**config.mk**
```make
export PLATFORM = sky130hd
export DESIGN_NAME = cba_alu
export DESIGN_NICKNAME = d
export VERILOG_FILES = /design/src/rtl/cba_pkg.sv /design/src/rtl/cba_alu.sv
export SDC_FILE = /design/constraint.sdc
export NUM_CORES = 1
export LEC_CHECK = 0
export BUFFER_PORTS_ARGS = -buffer_cell sky130_fd_sc_hd__buf_2
export CAP_MARGIN = 20
export CORE_MARGIN = 2
export CORE_UTILIZATION = 40
export DETAILED_ROUTE_END_ITERATION = 12
export GPL_TIMING_DRIVEN = 0
export PLACE_DENSITY = 0.8
export SLEW_MARGIN = 20
export SYNTH_ARGS = -nofsm -noshare
export SYNTH_HDL_FRONTEND = slang
export SYNTH_SLANG_ARGS = --single-unit
```
**constraint.sdc**
```tcl
create_clock -name vclk -period 2.6
set_input_delay 0.13 -clock vclk [all_inputs]
set_output_delay 0.13 -clock vclk [all_outputs]
set_load 0.1 [all_outputs]
```
**src/rtl/cba_pkg.sv**
```systemverilog
`timescale 1ns / 1ps
package cba_pkg;

  // Fixed field widths of the transaction payloads.
  localparam int OP_W     = 2;
  localparam int HEAD_W   = 12;
  localparam int LEN_W    = 19;
  localparam int BYTES_W  = 13;
  localparam int STATUS_W = 3;
  localparam int CFG_W    = 13;

  // Operation codes.
  localparam logic [OP_W-1:0] OP_STORE = 2'd0;
  localparam logic [OP_W-1:0] OP_ERASE = 2'd1;
  localparam logic [OP_W-1:0] OP_READ  = 2'd2;
  localparam logic [OP_W-1:0] OP_FLUSH = 2'd3;

  // Result status codes.
  localparam logic [STATUS_W-1:0] ST_OK        = 3'd0;
  localparam logic [STATUS_W-1:0] ST_BAD_POS   = 3'd1;
  localparam logic [STATUS_W-1:0] ST_TOO_LONG  = 3'd2;
  localparam logic [STATUS_W-1:0] ST_NO_SPACE  = 3'd3;
  localparam logic [STATUS_W-1:0] ST_TOO_LARGE = 3'd4;
  localparam logic [STATUS_W-1:0] ST_SMALL_BUF = 3'd5;
  localparam logic [STATUS_W-1:0] ST_OVERFLOW  = 3'd6;

  // Configuration register indices.
  localparam logic CFG_PAYLOAD = 1'b0;
  localparam logic CFG_RING    = 1'b1;

  // Largest legal payload size per block.
  localparam int PAY_MAX = 4096;

  typedef struct packed {
    logic [LEN_W-1:0] a;
    logic [LEN_W-1:0] b;
  } alu_req_t;

  typedef struct packed {
    logic [LEN_W-1:0] diff;
    logic             lt;
    logic             le;
  } alu_res_t;

  typedef enum logic [4:0] {
    S_CLEAR,
    S_IDLE,
    S_DIV,
    S_FL_RD,
    S_FL_WR,
    S_SCAN_RD,
    S_SCAN_WR,
    S_WR_RD,
    S_WR_WR,
    S_WR_FIN,
    S_RD_RD,
    S_RD_WR,
    S_PARK,
    S_REL_RD,
    S_REL_WR,
    S_FLUSH,
    S_RESP,
    S_EMIT_RD,
    S_EMIT_LD
  } state_t;

endpackage

```
**src/rtl/cba_alu.sv**
```systemverilog
`timescale 1ns / 1ps
// Shared subtract and compare unit.
module cba_alu (
  input  cba_pkg::alu_req_t req,
  output cba_pkg::alu_res_t res
);

  assign res.diff = req.a - req.b;
  assign res.lt   = (req.a < req.b);
  assign res.le   = (req.a <= req.b);

endmodule

```
==> key figures <==
Final layout
  • # diodes: 0
  • CLK BUF: 0
  • Final core occ: 0.651
  • Fraction of layout cells with a size suffix above 1: 0.401
  • Seq_cells: 0
  • Register area: 0 um^2
  • Final Non-Filler Cells: 252
  • Layout area overhead: 51.4%
  • NumNets Final: 282

Placement
  • Port Buffers: 59
  • Placed cells: 250
  • DP Worst Slack: -0.435 ns
  • GP Congestion: 0.814
  • HPWL Detailed: 2.44 mm

Global route
  • Initial antenna violation count: 0
  • First-pass GRT wire length: slightly below 5 mm
  • Largest net degree at the start of global routing: 9
  • Vias in the first global route: 1,266
  • Total global routing overflow: 0
  • Gr usage total: 0.181

Floorplanning
  • Core area: approximately 2500 um^2
  • Initial Util: 0.430
  • I/O pin count: 59
  • Die Ht: 56.3 um
  • Die Area: 3170 um^2
  • Row count: 18
  • Die W: between 50 and 60 um

Route
  • Avg Vias per Cell: ~5.3
  • Starting DRT DRC Count: 22
  • Vias: 1,325
  • M1 WL: 1.25 mm
  • 1st-pass router iterations: 4
  • ANT nets after route: 0
  • DR top layer: met3
  • DR WL met2: 1.48 mm
  • Remaining DRCs: 0
  • Routed length on met3: 184 um
  • DR WL/cell: 11.6 um
  • WL final: 2.92 mm

Worst setup path
  • Critical Path End Type: output pin
  • Worst Path Buf+Inv: 4
  • Worst path cell trace: buf_2 > inv_2 > ha_4 > inv_2 > fa_2 > a21o_1 > a221oi_4 > or4_4 > a21oi_4 > o41ai_4 > xnor2_4 > buf_12
  • Most common cell type on the critical path: inv_2
  • WS Path Type: in -> out
  • Kind of cell adding the most delay to the critical path: compound AO/OA/AOI/OAI gates
  • Arrival @ worst endpoint: 2.46 ns
  • Crit path largest cell delay: 0.47 ns
  • Critical Path RT: between 2 and 2.5 ns
  • Slowest cell on crit path: o41ai_4
  • CP startpoint kind: input pin
  • CP max FO: 3

Pwr
  • Max VDD drop: 0.000392 V
  • Final Power: 0.967 mW
  • LEAKAGE: 0.858 nW
  • Power per cell area: 583 nW/um^2

STA
  • Rel. slew slack: 0.674
  • Min Tclk post-route: 2.59 ns
  • Fin crit share: 0.995
  • Final setup fails: 0
  • Final Slew Violations: 0
  • FMAX: 387 MHz
  • Final hold slack: 0.786 ns
  • Slew @ Worst Pin: between 0.4 and 0.5 ns
  • Count of final hold-check violations: 0
  • Final setup margin: 0.0140 ns
  • RSZ-0062 raised after global routing: yes

Synthesis
  • Yosys top cell by area: ha_1
  • Top cell type's share of synthesized area: 0.217
  • Unique masters post-synth: 39
  • Most numerous cell in the Yosys netlist: inv_1
  • Synth Instances: 161
  • Most frequent cells after synthesis: inv_1 (25), ha_1 (19), a21oi_1 (18)
  • Post-synth net total: 219
  • Seq/Total Area, Yosys: 0
  • Syn_area_per_cell: between 6 and 7 um^2
  • Synth Cell Area: 1090 um^2
  • Yosys warns: 0
  • Dominant cells by area after synthesis: ha_1 (22%), inv_1 (8.6%), a21oi_1 (8.2%)

Run status
  • Outcome: complete, no violations

CTS
  • Hold_buf cts: 0

Flow run
  • Max-cap viol count: 0

Worst hold path
  • HP Class: in -> out
## worst paths after layout
path                start  endpoint  slack [ns]  cells after the start
hold / removal     req[0]    res[2]        0.79                      4
setup / recovery  req[19]   res[20]        0.01                     12
## cell type report
type	count	area, um^2
buffer	4	20.0
fill	246	887
inverter	25	93.8
multi-input combinational	132	1160
tap	30	37.5
timing repair buffer	61	350
## cell families after synthesis
group / synth area share
AO/OA/AOI/OAI: 0.322
AND/OR/NAND/NOR: 0.218
buffers and inverters: 0.104
adder cells (fa/ha/maj): 0.235
XOR/XNOR: 0.120
## where the power goes
group          total [mW]  internal, mW  leakage, nW  switching (mW)
clock                   0             0            0               0
combinational       0.967         0.247        0.858           0.720
sequential              0             0            0               0
## what timing repair did
item	4_1_cts	5_1_grt
pin swaps	1	7
cloned	0	0
buffers inserted	0	2
endpoints found under the setup margin	7	7
gates resized for setup	13	11
## metal layers
| metal | vias up | track usage |
|---|---|---|
| li1 | 692 | - |
| met1 | 595 | 0.240 |
| met2 | 38 | 0.333 |
| met3 | 0 | 0.0138 |
| met4 | 0 | 0.0136 |
| met5 | - | 0 |
## stage by stage
step,area [um^2],setup TNS [ns]
floorplan,1220,-0.302
global placement,1550,-0.909
detailed placement,1550,-1.07
CTS,1610,-0.0453
global route,1660,-0.0847
finish,1660,0
## layout by cell type (no fill, tap or decap), types with 3 or more instances in the layout
| cell | synthesis | layout |
|---|---|---|
| a21o_1 | 6 | 5 |
| a21oi_1 | 18 | 18 |
| a31oi_1 | 3 | 3 |
| buf_2 | 1 | 52 |
| buf_4 | 1 | 6 |
| ha_1 | 19 | 18 |
| inv_1 | 25 | 23 |
| nand2_1 | 15 | 15 |
| nand3_1 | 5 | 5 |
| nand4_1 | 3 | 3 |
| nor2_1 | 5 | 4 |
| nor2b_1 | 3 | 3 |
| nor3_1 | 4 | 4 |
| o21a_1 | 3 | 3 |
| o21ai_0 | 9 | 7 |
| xnor2_1 | 9 | 4 |
| xnor2_2 | 0 | 3 |
| xor2_2 | 0 | 3 |
No activity file was read; power rests on OpenSTA's default activity.
