===== config.mk =====
export PLATFORM = sky130hd
export DESIGN_NAME = cba_result_buf
export DESIGN_NICKNAME = d
export VERILOG_FILES = /design/src/rtl/cba_result_buf.sv
export SDC_FILE = /design/constraint.sdc
export NUM_CORES = 1
export LEC_CHECK = 0
export BUFFER_PORTS_ARGS = -buffer_cell sky130_fd_sc_hd__buf_2
export CAP_MARGIN = 20
export CORE_MARGIN = 5
export CORE_UTILIZATION = 56
export CTS_BUF_LIST = sky130_fd_sc_hd__clkbuf_8
export CTS_CLUSTER_DIAMETER = 200
export DETAILED_ROUTE_END_ITERATION = 6
export PLACE_DENSITY = 0.76
export SLEW_MARGIN = 10
export SYNTH_ARGS = -nofsm -noshare
export SYNTH_HDL_FRONTEND = slang
export SYNTH_SLANG_ARGS = --single-unit

===== constraint.sdc =====
create_clock -name clk -period 2.7 [get_ports clk]
set_input_delay 0.27 -clock clk [delete_from_list [all_inputs] [get_ports clk]]
set_output_delay 0.27 -clock clk [all_outputs]
set_load 0.005 [all_outputs]

===== src/rtl/cba_result_buf.sv =====
`timescale 1ns / 1ps
// Holds the per-block results of a chain until they are sent out.
module cba_result_buf #(
  parameter int DEPTH = 64,
  parameter int AW    = 6,
  parameter int W     = 25
) (
  input  logic          clk,
  input  logic          we,
  input  logic [AW-1:0] waddr,
  input  logic [W-1:0]  wdata,
  input  logic [AW-1:0] raddr,
  output logic [W-1:0]  rdata
);

  logic [W-1:0] mem [DEPTH];

  always_ff @(posedge clk) begin
    if (we) begin
      mem[waddr] <= wdata;
    end
    rdata <= mem[raddr];
  end

endmodule


==> results of run 1 <==
-- registers in the layout (all words and copies together), names as in the netlist --
signal	flops
mem	1600
rdata	25
-- where the power goes --
group          switching [mW]  internal (mW)
Combinational            1.69           1.06
Clock                    9.06           8.71
Sequential              0.126           27.9
-- stage by stage --
step	area, um2	setup WS (ps)	power, mW	setup TNS [ps]	util, %
detailed placement	65900	-316	31.3	-1140	59.5
global placement	65900	-358	31.2	-995	59.5
CTS	70300	250	48.8	0	63.5
floorplan	62500	91.5	30.0	0	-
global route	70400	180	50.2	0	63.6
finish	70500	300	48.6	0	63.6
-- critical path: stages (launching register included) --
cell and delay, ps:
edfxtp_1 320, mux4_2 220, mux2i_1 110, buf_4 170, a22oi_1 720, o311ai_1 420, buf_4 250, a21oi_1 110
-- metal layers --
layer,routed length (um),up-vias
li1,-,12799
met1,56000,16312
met2,72200,2033
met3,18200,266
met4,6530,4
met5,26,-
-- cells in the mapped netlist, drive strengths merged (7+ instances only) --
| master | number | area share [%] |
|---|---|---|
| a211oi | 18 | 0.22 |
| a21o | 18 | 0.22 |
| a21oi | 18 | 0.14 |
| a22o | 18 | 0.25 |
| a22oi | 37 | 0.52 |
| buf | 117 | 1.6 |
| clkbuf | 49 | 0.29 |
| dfxtp | 25 | 0.80 |
| edfxtp | 1600 | 77 |
| mux2 | 126 | 2.3 |
| mux2i | 131 | 2.1 |
| mux4 | 310 | 11 |
| nand2 | 13 | 0.078 |
| nand3 | 7 | 0.056 |
| nor2 | 90 | 0.54 |
| nor2b | 23 | 0.23 |
| nor3 | 26 | 0.21 |
| o211ai | 20 | 0.24 |
| o21ai | 38 | 0.30 |
| o22a | 7 | 0.098 |
| o22ai | 96 | 0.96 |
| o311ai | 18 | 0.25 |
-- cells by family after synthesis --
family                 after synthesis
DFF                               1625
and+or+nand+nor                    197
AOI/OAI and AO/OA                  295
buffers and inverters              166
muxes                              567
-- layout make-up --
class	instances	area [um2]
Sequential cell	1625	48500
Clock buffer	248	3410
Tap cell	1488	1860
Timing Repair Buffer	292	2770
Fill cell	7106	40400
Antenna cell	4	10.0
Multi-Input combinational cell	1059	13000
Clock inverter	185	888
-- path summary, 6_finish.rpt --
kind | startpoint | endpoint | slack (ps) | depth (start not counted)
max | mem[39][17] | rdata[17] | 300 | 7
min | wdata[13] | mem[62][13] | 70 | 2
max reg2reg | mem[39][17] | rdata[17] | 300 | 7
min reg2reg | mem[56][7] | rdata[7] | 790 | 3
==> impl_metrics.prom, run 1 <==
# TYPE chip_impl_metric gauge
chip_impl_info{name="run_status",value="completed"} 1
chip_impl_metric{name="finalSetupViolCount",unit=""} 0
chip_impl_metric{name="grt.overflow.total",unit=""} 0
chip_impl_metric{name="sequential_share_of_the_synthesized_area",unit="%"} 77.7
chip_impl_info{name="synth_top_family_by_area",value="multiplexers"} 1
chip_impl_metric{name="cts_hold_repair.buffers",unit=""} 13
chip_impl_metric{name="post-cts-setup-buffers",unit=""} 0
chip_impl_metric{name="power_per_cell_area",unit="nW/um2"} 689
chip_impl_info{name="critPathLaunchType",value="flop"} 1
chip_impl_metric{name="syn-cell-area",unit="um2"} 62500
chip_impl_metric{name="detailed_place_hpwl",unit="um"} 92300
chip_impl_metric{name="syn-mean-instance-area",unit="um2"} 21.9
chip_impl_metric{name="final_nets",unit=""} 3254
chip_impl_metric{name="largest_net_degree_at_the_start_of_global_routing",unit=""} 65
chip_impl_metric{name="drt_pass1_iterations",unit=""} 5
chip_impl_metric{name="finalHoldViolations",unit=""} 0
chip_impl_metric{name="fin_cells",unit=""} 4901
chip_impl_info{name="holdCritPathClass",value="in2reg"} 1
chip_impl_info{name="global_route_layer_with_the_greatest_usage",value="met2"} 1
chip_impl_metric{name="muxShareOfSynthArea",unit="%"} 15.6
chip_impl_info{name="rsz0062_at_grt",value="false"} 1
chip_impl_metric{name="fraction_of_registers_with_async_set_reset",unit="%"} 0
chip_impl_metric{name="gp_congestion",unit=""} 0.855
chip_impl_metric{name="holdWs",unit="ps"} 69.3
chip_impl_metric{name="fp.dieArea",unit="um2"} 118000
chip_impl_metric{name="met1_routing_resource_usage_after_global_routing",unit="%"} 36.1
chip_impl_metric{name="die_w",unit="um"} 344
chip_impl_metric{name="grt_util_met2",unit="%"} 40.1
chip_impl_metric{name="fin_worst_skew",unit="ps"} 41.3
chip_impl_metric{name="detailroute.via_count",unit=""} 31414
chip_impl_metric{name="grt_antenna_before_repair",unit=""} 5
chip_impl_metric{name="avgViaCountPerCell",unit=""} 6.41
chip_impl_info{name="clk_root_buffer_cell",value="clkbuf_8"} 1
chip_impl_metric{name="initial_core_util",unit="%"} 56.4
chip_impl_metric{name="post_place_cells",unit=""} 4443
chip_impl_metric{name="met3_track_utilization_from_global_routing",unit="%"} 7.01
chip_impl_metric{name="post_synth_inst_count",unit=""} 2850
chip_impl_metric{name="max_freq",unit="GHz"} 0.417
chip_impl_metric{name="area_growth_syn_to_layout",unit="%"} 12.7
chip_impl_info{name="clock_tree_from_tritoncts",value="done"} 1
chip_impl_metric{name="synth_compound_gate_area_share",unit="%"} 3.31
chip_impl_metric{name="drt-wirelength-per-cell",unit="um"} 31.2
chip_impl_metric{name="synth-warning-count",unit=""} 0
chip_impl_metric{name="drt_iter0_markers",unit=""} 4258
chip_impl_metric{name="vias_in_the_first_global_route",unit=""} 32095
chip_impl_metric{name="place.port_buffers",unit=""} 63
chip_impl_metric{name="worst-slew-pin-transition",unit="ps"} 1150
chip_impl_metric{name="h-tree-depth",unit=""} 4
chip_impl_info{name="mostFrequentLayoutCell",value="edfxtp_1"} 1
chip_impl_metric{name="placeableCoreArea",unit="um2"} 111000
chip_impl_metric{name="drv_slew",unit=""} 0
chip_impl_metric{name="worstSkewPairLatency",unit="ps"} 910
chip_impl_metric{name="cts.path.max_buffers",unit=""} 3
chip_impl_metric{name="xor_xnor_fraction_of_synth_area",unit="%"} 0
chip_impl_metric{name="share_of_post_route_cells_with_drive_strength_above_1",unit="%"} 31.6
chip_impl_metric{name="crit_required",unit="ps"} 3520
chip_impl_metric{name="drc",unit=""} 0
chip_impl_metric{name="io-pin-count",unit=""} 64
chip_impl_metric{name="grt_pass1_wl",unit="um"} 221000
chip_impl_metric{name="min_period",unit="ps"} 2400
chip_impl_info{name="ys_dominant_reg_cell",value="edfxtp_1"} 1
chip_impl_metric{name="numCtsBuffers",unit=""} 237
chip_impl_metric{name="cp_max_fo",unit=""} 1
chip_impl_metric{name="vdd_ir_drop_max",unit="uV"} 479
chip_impl_metric{name="final.period_utilization",unit="%"} 88.9
chip_impl_metric{name="synth.ff_latch_count",unit=""} 1625
chip_impl_metric{name="worst_slew_margin_rel",unit="%"} 23.3
chip_impl_metric{name="leakage",unit="nW"} 22.8
chip_impl_metric{name="worst-endpoint-arrival",unit="ps"} 3220
chip_impl_info{name="critical_path_class",value="reg2reg"} 1
chip_impl_metric{name="ctsResizeCount",unit=""} 0
chip_impl_metric{name="placementRows",unit=""} 122
chip_impl_metric{name="route.antenna.remaining_nets",unit=""} 0
chip_impl_metric{name="clk_transition_reported_paths",unit="ps"} 60
chip_impl_info{name="mostFrequentLayoutCells",value="edfxtp_1 (1600), mux4_2 (302), clkbuf_8 (248)"} 1
chip_impl_metric{name="synth_nets",unit=""} 2889
chip_impl_metric{name="cap_viol_max_count",unit=""} 0
chip_impl_metric{name="cts_num_sinks",unit=""} 1625
chip_impl_metric{name="die_h",unit="um"} 344
chip_impl_metric{name="totalWireLength",unit="um"} 153000
chip_impl_metric{name="yosys.area_share.adder",unit="%"} 0
chip_impl_info{name="critical_path_sink_type",value="flop"} 1
chip_impl_metric{name="overall_track_demand_over_capacity_in_global_routing",unit="%"} 26.0
chip_impl_metric{name="synthSimpleGateAreaFrac",unit="%"} 1.55
chip_impl_metric{name="synth_enable_flop_cells",unit=""} 1600
chip_impl_metric{name="synth_cell_types",unit=""} 45
(Power assumes the default switching activity.)
==> run 2, diff against run 1 <==
--- a/config.mk
+++ b/config.mk
@@ -9,10 +9,9 @@
 export CAP_MARGIN = 20
 export CORE_MARGIN = 5
 export CORE_UTILIZATION = 56
-export CTS_BUF_LIST = sky130_fd_sc_hd__clkbuf_8
 export CTS_CLUSTER_DIAMETER = 200
 export DETAILED_ROUTE_END_ITERATION = 6
-export PLACE_DENSITY = 0.76
+export PLACE_DENSITY = 0.73
 export SLEW_MARGIN = 10
 export SYNTH_ARGS = -nofsm -noshare
 export SYNTH_HDL_FRONTEND = slang
==> constraint.sdc (replaced) <==
create_clock -name clk -period 2.3 [get_ports clk]
set_input_delay 0.23 -clock clk [delete_from_list [all_inputs] [get_ports clk]]
set_output_delay 0.23 -clock clk [all_outputs]
set_load 0.005 [all_outputs]
==> impl_metrics.prom, run 2 (synthesized netlist as in run 1, its figures left out) <==
# TYPE chip_impl_metric gauge
chip_impl_metric{name="leakage",unit="nW"} 23.2
chip_impl_metric{name="finalSetupTns",unit="ps"} 0
chip_impl_info{name="mostFrequentLayoutCells",value="edfxtp_1 (1600), mux4_2 (302), buf_4 (165)"} 1
chip_impl_metric{name="placementRows",unit=""} 122
chip_impl_metric{name="crit_required",unit="ps"} 2950
chip_impl_metric{name="power_per_cell_area",unit="nW/um2"} 844
chip_impl_metric{name="final_nets",unit=""} 3233
chip_impl_metric{name="cp_max_fo",unit=""} 1
chip_impl_metric{name="finalHoldViolations",unit=""} 0
chip_impl_metric{name="fill_cells",unit=""} 6996
chip_impl_metric{name="timing.final.ws_setup",unit="ps"} 120
chip_impl_metric{name="drt_pass1_iterations",unit=""} 5
chip_impl_metric{name="worst_slew_margin_rel",unit="%"} 34.0
chip_impl_metric{name="drc",unit=""} 0
chip_impl_info{name="crit_start",value="mem[5][20]"} 1
chip_impl_metric{name="vias_in_the_first_global_route",unit=""} 32066
chip_impl_metric{name="critPathMaxStageDelay",unit="ps"} 630
chip_impl_metric{name="initial_core_util",unit="%"} 56.4
chip_impl_metric{name="place.port_buffers",unit=""} 63
chip_impl_metric{name="post-cts-setup-buffers",unit=""} 0
chip_impl_info{name="holdCritPathClass",value="in2reg"} 1
chip_impl_info{name="timing.critical_path.slowest_stage_cell",value="o311ai_1"} 1
chip_impl_info{name="largest-register",value="mem"} 1
chip_impl_metric{name="route.antenna.remaining_nets",unit=""} 0
chip_impl_info{name="clk_root_buffer_cell",value="clkbuf_16"} 1
chip_impl_metric{name="totalWireLength",unit="um"} 153000
chip_impl_metric{name="grt.overflow.total",unit=""} 0
chip_impl_metric{name="power.total",unit="mW"} 61.0
chip_impl_metric{name="numCtsBuffers",unit=""} 158
chip_impl_info{name="critical-path-top-delay-family",value="compound AO/OA/AOI/OAI gates"} 1
chip_impl_metric{name="die_w",unit="um"} 344
chip_impl_metric{name="fp.dieArea",unit="um2"} 118000
chip_impl_metric{name="worstSkewPairLatency",unit="ps"} 770
chip_impl_metric{name="min_period",unit="ps"} 2180
chip_impl_metric{name="drv_slew",unit=""} 0
chip_impl_metric{name="register_area",unit="um2"} 48500
chip_impl_metric{name="clk_transition_reported_paths",unit="ps"} 60
chip_impl_metric{name="post-place-ws",unit="ps"} -407
chip_impl_metric{name="gp_congestion",unit=""} 0.851
chip_impl_metric{name="finalSetupViolCount",unit=""} 0
chip_impl_info{name="timing.hold.worst.start",value="wdata[9]"} 1
chip_impl_info{name="critical_path_sink_type",value="flop"} 1
chip_impl_metric{name="final.period_utilization",unit="%"} 94.8
chip_impl_metric{name="grt_pass1_wl",unit="um"} 224000
chip_impl_metric{name="grt_antenna_before_repair",unit=""} 3
chip_impl_metric{name="placeableCoreArea",unit="um2"} 111000
chip_impl_metric{name="holdWs",unit="ps"} 35.4
chip_impl_metric{name="post_place_cells",unit=""} 4513
chip_impl_metric{name="worst-r2r-cell-count",unit=""} 6
chip_impl_metric{name="fin_cells",unit=""} 4808
chip_impl_info{name="critPathLaunchType",value="flop"} 1
chip_impl_metric{name="cap_viol_max_count",unit=""} 0
chip_impl_metric{name="cts_num_sinks",unit=""} 1625
chip_impl_info{name="clock_tree_from_tritoncts",value="done"} 1
chip_impl_metric{name="detailroute.via_count",unit=""} 31450
chip_impl_metric{name="avgViaCountPerCell",unit=""} 6.54
chip_impl_metric{name="cp_num_cells",unit=""} 6
chip_impl_metric{name="largest_net_degree_at_the_start_of_global_routing",unit=""} 65
chip_impl_metric{name="area_growth_syn_to_layout",unit="%"} 15.6
chip_impl_metric{name="drt_iter0_markers",unit=""} 4048
chip_impl_metric{name="drt-wirelength-per-cell",unit="um"} 31.9
chip_impl_metric{name="share_of_post_route_cells_with_drive_strength_above_1",unit="%"} 31.9
chip_impl_metric{name="r2r_slack",unit="ps"} 120
chip_impl_info{name="critical_path_class",value="reg2reg"} 1
chip_impl_metric{name="h-tree-depth",unit=""} 4
chip_impl_metric{name="cp_num_buf_inv",unit=""} 1
chip_impl_metric{name="cts.path.max_buffers",unit=""} 3
chip_impl_metric{name="largest_reg_flops",unit=""} 1600
chip_impl_info{name="run_status",value="completed"} 1
chip_impl_metric{name="worst-slew-pin-transition",unit="ps"} 991
chip_impl_metric{name="io-pin-count",unit=""} 64
chip_impl_metric{name="min_delay_path_depth",unit=""} 1
chip_impl_metric{name="die_h",unit="um"} 344
chip_impl_metric{name="fin_worst_skew",unit="ps"} 29.5
chip_impl_metric{name="worst-endpoint-arrival",unit="ps"} 2830
chip_impl_metric{name="vdd_ir_drop_max",unit="uV"} 690
chip_impl_info{name="biggestRegsByFlops",value="mem x1600, rdata x25"} 1
chip_impl_metric{name="max_freq",unit="GHz"} 0.459
chip_impl_info{name="r2r_start",value="mem[5][20]"} 1
chip_impl_metric{name="overall_track_demand_over_capacity_in_global_routing",unit="%"} 26.4
chip_impl_info{name="mostFrequentLayoutCell",value="edfxtp_1"} 1
chip_impl_info{name="timing.critical_path.cells",value="mux4_2 > mux2i_1 > nor2_1 > o311ai_1 > buf_4 > a21oi_1"} 1
chip_impl_metric{name="multi_input_area",unit="um2"} 13000
chip_impl_metric{name="detailed_place_hpwl",unit="um"} 90400
chip_impl_info{name="rsz0062_at_grt",value="false"} 1
[run 2: routing by layer]
metal	global-route usage, %	part of all wire (%)
met3	5.03	11
met4	8.36	3.2
met5	0	0
met1	37.8	37
met2	42.1	49
[run 2: final cells by class]
| cell class | count | area share [%] |
|---|---|---|
| clock inverter | 92 | 1.09 |
| antenna | 2 | 0.00693 |
| clock buffer | 192 | 5.71 |
| multi-input combinational | 1059 | 17.9 |
| tap | 1488 | 2.58 |
| sequential | 1625 | 67.2 |
| timing repair buffer | 350 | 5.45 |
[run 2: what timing repair did]
| item | in CTS | in global routing |
|---|---|---|
| hold buffers | 9 | 0 |
| hold endpoints to repair | 220 | 0 |
| resized for setup | 0 | 0 |
[run 2: per-stage QoR]
step / util (%) / area (um2)
2_1_floorplan: - / 62600
3_3_place_gp: 60.6 / 67200
3_5_place_dp: 60.7 / 67200
4_1_cts: 65.2 / 72200
5_1_grt: 65.2 / 72200
6_report: 65.2 / 72200
[run 2: final timing paths]
path           endpoint
max reg2reg   rdata[20]
min reg2reg   rdata[21]
max           rdata[20]
min          mem[35][9]
[run 2: where the power goes]
group / internal [mW] / switching (mW) / total [mW]
registers: 32.8 / 0.116 / 32.9
logic: 1.35 / 1.93 / 3.28
clock network: 14.0 / 10.8 / 24.8
